**src/hdl/pixel_scaled_square_root_defines.svh**
```systemverilog
// Assertion macros shared by the scaled square root design.
// Expects signals named clk and rst in the scope where a macro is used.
`ifndef PIXEL_SCALED_SQUARE_ROOT_DEFINES_SVH
`define PIXEL_SCALED_SQUARE_ROOT_DEFINES_SVH

// Consequent must hold in the same cycle as the antecedent.
`define PSQ_ASSERT_NOW(label, ante, cons, msg) \
  label: assert property (@(posedge clk) disable iff (rst) (ante) |-> (cons)) \
    else $error(msg);

// Consequent must hold a fixed number of cycles after the antecedent.
`define PSQ_ASSERT_LATER(label, ante, dly, cons, msg) \
  label: assert property (@(posedge clk) disable iff (rst) (ante) |-> ##dly (cons)) \
    else $error(msg);

`endif

```
**src/hdl/psqrt_pkg.sv**
```systemverilog
// Package for the scaled square root block: pixel type codes, clip limits, reset values,
// register indexes, root fraction width, per-item sideband struct. No dependencies.
package psqrt_pkg;

  // Pixel type codes held in the pixel_type register.
  localparam logic [2:0] PT_U8  = 3'd0;
  localparam logic [2:0] PT_S8  = 3'd1;
  localparam logic [2:0] PT_U16 = 3'd2;
  localparam logic [2:0] PT_S16 = 3'd3;
  localparam logic [2:0] PT_S32 = 3'd4;

  // Configuration register indexes.
  localparam logic CFG_PIXEL_TYPE = 1'b0;
  localparam logic CFG_SCALE      = 1'b1;

  // Upper clip limits of the narrow types.
  localparam logic [31:0] U8_MAX  = 32'd255;
  localparam logic [31:0] S8_MAX  = 32'd127;
  localparam logic [31:0] U16_MAX = 32'd65535;
  localparam logic [31:0] S16_MAX = 32'd32767;

  // Reset values of the configuration registers.
  localparam logic [2:0]  PIXEL_TYPE_RESET = PT_U8;
  localparam logic [31:0] SCALE_RESET      = 32'd65536;

  // Fraction bits of the square root.
  localparam int ROOT_FRAC_W = 16;

  // Sideband that moves along the pipeline with every item.
  typedef struct packed {
    logic        valid;
    logic        neg;
    logic [31:0] max_value;
  } psqrt_side_t;

endpackage

```
**src/hdl/psqrt_scale.sv**
```systemverilog
// Scale, round and clip: a registered multiply, then round half up and saturate.
// Depends on psqrt_pkg for the sideband struct and root fraction width.
module psqrt_scale import psqrt_pkg::*; #(
  parameter int ROOT_W    = 32,
  parameter int FRAC_BITS = 16
) (
  input  logic               clk,
  input  logic               rst,
  input  psqrt_side_t        side_in,
  input  logic [ROOT_W-1:0]  root_in,
  input  logic [31:0]        scale,
  output logic               done,
  output logic signed [31:0] result_value,
  output logic               was_clipped,
  output logic               negative_input
);

  localparam int PROD_W = ROOT_W + 32;
  localparam int FB     = ROOT_FRAC_W + FRAC_BITS;
  localparam int RND_W  = PROD_W - FB;
  localparam int CMP_W  = (RND_W > 32) ? RND_W : 32;
  localparam logic [PROD_W-1:0] HALF = PROD_W'(1) << (FB - 1);

  psqrt_side_t       side_a;
  logic [PROD_W-1:0] prod;
  logic [PROD_W-1:0] sum;
  logic [CMP_W-1:0]  rnd_ext;
  logic [CMP_W-1:0]  max_ext;
  logic              over;

  // Multiply stage.
  always_ff @(posedge clk) begin
    if (rst) begin
      side_a.valid <= 1'b0;
    end else begin
      side_a.valid <= side_in.valid;
    end
    side_a.neg       <= side_in.neg;
    side_a.max_value <= side_in.max_value;
    prod             <= PROD_W'(root_in) * PROD_W'(scale);
  end

  // Round half up, then compare against the type limit.
  always_comb begin
    sum     = prod + HALF;
    rnd_ext = CMP_W'(sum[PROD_W-1:FB]);
    max_ext = CMP_W'(side_a.max_value);
    over    = rnd_ext > max_ext;
  end

  always_ff @(posedge clk) begin
    if (rst) begin
      done <= 1'b0;
    end else begin
      done <= side_a.valid;
    end
    negative_input <= side_a.neg;
    was_clipped    <= ~side_a.neg & over;
    if (side_a.neg) begin
      result_value <= '0;
    end else if (over) begin
      result_value <= side_a.max_value;
    end else begin
      result_value <= rnd_ext[31:0];
    end
  end

endmodule

```
**config.mk**
```make
export PLATFORM = sky130hd
export DESIGN_NAME = psqrt_scale
export DESIGN_NICKNAME = d
export VERILOG_FILES = /design/src/hdl/pixel_scaled_square_root_defines.svh /design/src/hdl/psqrt_pkg.sv /design/src/hdl/psqrt_scale.sv
export SDC_FILE = /design/constraint.sdc
export NUM_CORES = 2
export LEC_CHECK = 0
export ABC_AREA = 1
export CAP_MARGIN = 10
export CORE_AREA = 2 2 318 320
export DETAILED_ROUTE_END_ITERATION = 6
export DIE_AREA = 0 0 320 322
export DONT_BUFFER_PORTS = 1
export PLACE_DENSITY = 0.5
export SYNTH_ARGS = -nofsm -noshare
export SYNTH_HDL_FRONTEND = slang
export SYNTH_SLANG_ARGS = --single-unit
```
**constraint.sdc**
```tcl
create_clock -name clk -period 18.7 [get_ports clk]
set_input_delay 2.805 -clock clk [delete_from_list [all_inputs] [get_ports clk]]
set_output_delay 2.805 -clock clk [all_outputs]
set_load 0.05 [all_outputs]
```
# --- Word-level counts from Yosys, hierarchy flattened ---
# Cells that the tools add are included.
totals:
  ff_bits: 133
  in_bits: 100
  out_inout_bits: 35
  wordCells: 14
classes:
  addsub: 1
  mul: 1
  n_lt_le_gt_ge: 1
  muxes: 1
  bitwise_logic: 2
op_table:
  columns: ["cell", "count"]
  rows:
  - ["adder 64 x 32 -> 64 bit, second input constant", 1]
  - ["multiplier 32 x 32 -> 64 bit", 1]
  - ["> comparator 32 bit", 1]
  - ["two-way mux 32 bit", 1]
  - ["bitwise AND 1 bit", 1]
  - ["NOT 1 bit", 1]

# --- Logic depth before layout (Yosys ltp) ---
logic_depth:
  ltp_word: 3
  depth_mapped: 32
  depth_no_buf: 31

# --- Worst setup path after synthesis ---
# No wires, ideal clock.
synth_path:
  path_kind: "input to register"
  startpoint: "input port scale[6]"
  endpoint: "register prod[60]"
  setup_ns: 0.112
  t_arrival_ns: 8.516
  required_time_ns: 18.588
  setup_slack_ns: 10.071
  stages: 25
  n_path_buf: 1
  cell_sequence: "clkbuf_1 nand2_1 inv_1 fa_1 fa_1 fa_1 inv_1 fa_1 inv_1 fa_1 inv_1 fa_1 inv_1 fa_1 inv_1 fa_1 inv_1 ha_1 nand2_1 nor4_1 nand3b_1 nand2_1 nand2_1 nand3_1 nand2_1"
synth_between:
  elab_chain_cells: 1
synth_rtl:
  columns: ["item", "line_no", "text"]
  rows:
  - ["start, declared", "psqrt_scale.sv:11", "input logic [31:0] scale,"]
  - ["multiplier 32 x 32 -> 64 bit", "psqrt_scale.sv:40", "prod <= PROD_W'(root_in) * PROD_W'(scale);"]
  - ["end signal, assigned", "psqrt_scale.sv:40", null]
  - ["end, declared", "psqrt_scale.sv:25", "logic [PROD_W-1:0] prod;"]
# No other way between the ends.
# A chain may end at the register's enable or synchronous reset.

# --- Worst setup path after layout ---
layout_path:
  startpoint: "input port root_in[20]"
  endpoint: "register prod[31]"
layout_between:
  elab_chain_cells: 1
layout_rtl:
  columns: ["item", "line_no", "text"]
  rows:
  - ["start, declared", "psqrt_scale.sv:10", "input logic [ROOT_W-1:0] root_in,"]
  - ["multiplier 32 x 32 -> 64 bit", "psqrt_scale.sv:40", null]
# No other way between the ends.

==> flow_results.org <==
** Run status
- The run finished with clean final reports.

** Floorplanning
- The die is 322 um tall.
- After floorplanning, the core was divided into 116 placement rows.
- The initial utilization of the core area, before any placement, comes to 39.7%.
- The floorplan step defined a die boundary enclosing 0.103 sq mm.
- Horizontal extent of the die :: 320 um
- Core box area :: 0.0996 sq mm
- For this design the top-level I/O count stands at 135.

** Yosys
- Leading cell types by total area after synthesis :: sky130_fd_sc_hd__fa_1 (45%), sky130_fd_sc_hd__inv_1 (16%), sky130_fd_sc_hd__nand2_1 (14%)
- The share of synthesized area in the top cell type comes to 45.3%.
- Ys Warns :: 0
- Mean instance size in the synthesized netlist :: 7.48 sq um
- The largest total area in the synthesized netlist belongs to sky130_fd_sc_hd__fa_1.
- Asr flop ratio synth :: 0%
- Distinct cell type count after synthesis :: 35
- In this run, synthesis produced a sequential element count of 102.
- Nets in the synthesized netlist :: 6574
- Post-Synthesis Cells :: 5286
- Part of the Yosys area used for sequential elements :: 5.17%
- In this run, synthesis inferred 0 flip-flops with an integrated enable.
- In this run the cell area of the synthesized design comes to 0.0395 sq mm.
- Among all flip-flop cells after synthesis, the most frequent one is sky130_fd_sc_hd__dfxtp_1.

** CTS
- Clock network latency to the later pin of the worst-skew pair :: 0.37 ns
- The clock tree synthesis step divided the H-tree into 3 levels.
- Hold buffer count at cts :: 0
- Clock Tree Buf Depth :: 2
- Clock Sink Count :: 102
- Total of cells resized after clock tree synthesis :: 0
- Setup Fix Bufs, Post-CTS :: 0
- CTS Root Buffer Type :: sky130_fd_sc_hd__clkbuf_16
- Clock tree from TritonCTS :: built
- Number of buffers added by the clock tree synthesis step :: 9
- Register clock-pin slew on the reported worst setup and hold paths :: 0.08 ns

** Timing
- Final-report setup violation count :: 0
- Fmax :: 0.112 GHz
- At the pin with the least slew margin, the transition time is 1.05 ns.
- Final worst clock skew :: 0.00817 ns
- Slew margin rel. :: 29.7%
- Hold violation total from the final report :: 0
- Final Max Slew Viols :: 0
- Unrepaired setup endpoints after global routing :: no
- Final hold analysis gives a worst-case slack of 0.378 ns.
- Post-route setup TNS :: 0 ns
- The routed design could run at a clock period as short as 8.91 ns.
- The final critical path takes up 47.7% of the cycle.

** Global routing
- The number of global-route vias before repair is 33.5k.
- Initial antenna violation count :: 3
- Total GRT Usage :: 25.0%
- Global-route congestion overflow total :: 0
- The first global-routing pass estimated 197000 um of wire.
- Entering global routing, the biggest net connects 65 pins.

** Setup path
- Largest driver fanout on the critical path :: 32
- Critical path launch point type :: primary input
- Data arrives at the worst endpoint at 9.17 ns.
- Path depth of the worst reg2reg path :: 16
- The largest single stage delay on the critical path is 0.58 ns.
- Critical Path Sink Type :: flop
- Worst EP required :: 18.96 ns
- The critical path in this run is classified as primary input to flop.
- Traced cell by cell, the critical path runs through nand2_1 -> inv_1 -> fa_1 -> fa_1 -> inv_1 -> fa_1 -> fa_1 -> inv_1 -> fa_1 -> fa_1 -> fa_1 -> fa_1 -> ha_1 -> nand2_1 -> nor2_1 -> inv_1 -> o21ai_0 -> nor2_1 -> nand2_1 -> xor2_1.
- Crit path top cell by count :: sky130_fd_sc_hd__fa_1
- Cell family with most CP delay :: adder cells
- The critical path runs through a total of 20 cells.
- Number of buffer and inverter stages on the critical path :: 4
- Among all stages on the critical path, the largest delay is contributed by sky130_fd_sc_hd__fa_1.

** Placement
- Placed Cells :: 6377
- In this run the cell area measured after placement is 0.0403 sq mm.
- Count of buffers from port buffering :: 0
- Gpl congestion :: 0.906
- DP Wirelength :: 96900 um

** Final layout
- Area Overhead vs Synth :: 2.84%
- Finished layout cell area :: 0.0406 sq mm
- Most frequent cells in the layout :: sky130_fd_sc_hd__inv_1 (1733), sky130_fd_sc_hd__nand2_1 (1461), sky130_fd_sc_hd__fa_1 (895), sky130_fd_sc_hd__ha_1 (293), sky130_fd_sc_hd__nor2_1 (185)
- Final instance count without filler cells :: 6394
- Leaving out fill and tap cells, the most frequent cell in the layout is sky130_fd_sc_hd__inv_1.
- Nets :: 6378
- The post-route netlist has 0.903% of its cells at a drive strength greater than 1.

** Routing
- Vias per cell :: 4.78
- For this run, the detailed router's first-pass iteration total came to 7.
- Routed via count :: 30.6k
- Count of nets left with antenna violations after detail routing :: 0
- Wire length reported by the detailed router :: 122000 um
- In the final routed layout, each cell accounts on average for 19.2 um.
- The first routing iteration left 1785 violations.
- Residual DRC :: 0

** Min path
- Worst min-delay path category :: flop to flop
- Hold Path Stages :: 0

** Flow run
- The tool flagged a number of max-cap violations equal to 0.
## per-stage QoR
stage,utilization [%],worst slack [ns]
after floorplan,-,10.07
after global placement,40.5,9.49
after detailed placement,40.5,9.44
after CTS,40.8,9.84
after global routing,40.8,9.51
final,40.8,9.79
## path summary, 6_finish.rpt
path                                          from                          end  slack (ns)
worst min-delay path            side_a[32]$_DFF_P_       negative_input$_DFF_P_        0.38
worst max register to register    prod[31]$_DFF_P_  result_value[26]$_SDFF_PP0_       14.51
worst max-delay path                   root_in[20]             prod[31]$_DFF_P_        9.79
worst min register to register  side_a[32]$_DFF_P_       negative_input$_DFF_P_        0.38
## cells in the mapped netlist (all sizes together), types with 3 or more instances
| cell | number |
|---|---|
| a21o | 4 |
| a21oi | 96 |
| buf | 9 |
| clkbuf | 198 |
| dfxtp | 102 |
| fa | 895 |
| ha | 293 |
| inv | 1744 |
| nand2 | 1466 |
| nand3 | 91 |
| nand3b | 3 |
| nand4 | 44 |
| nor2 | 191 |
| nor3 | 35 |
| nor4 | 8 |
| o21a | 4 |
| o21ai | 48 |
| o21bai | 12 |
| xnor2 | 11 |
| xor2 | 28 |
## cell type report
class	instances	area (sq um)
clock buffers	9	225
inverters	1744	6550
well taps	1298	1620
multi-input cells	3233	30100
diodes	1	2.50
clock inverters	7	75.1
fillers	10500	58900
flip-flops and latches	102	2040
## state kept, by name, summed over array words and instances (netlist names)
register	flops
done	1
max_ext	32
negative_input	1
prod	33
result_value	32
side_a	2
was_clipped	1
## routing by layer
layer / GRT usage, % / routed length [um]
met3: 2.01 / 5480
met5: 0 / 21
met2: 44.1 / 60000
met4: 5.20 / 2680
met1: 33.7 / 54300
## logic make-up (layout without fill, tap and decap cells)
logic type | Yosys count | count (layout) | share of synthesized area (%)
other | 0 | 1 | 0
xor gates and xnor gates | 39 | 39 | 0.883
adders and majority gates | 1188 | 1188 | 54.6
buffers and inverters | 1951 | 1760 | 18.6
AOI/OAI and AO/OA | 168 | 168 | 2.27
DFF | 102 | 102 | 5.17
and+or+nand+nor | 1838 | 1838 | 18.5
Power is left out: the tool's default activity adds up to more than one toggle a clock period on the data nets, which glitch-free logic cannot reach.
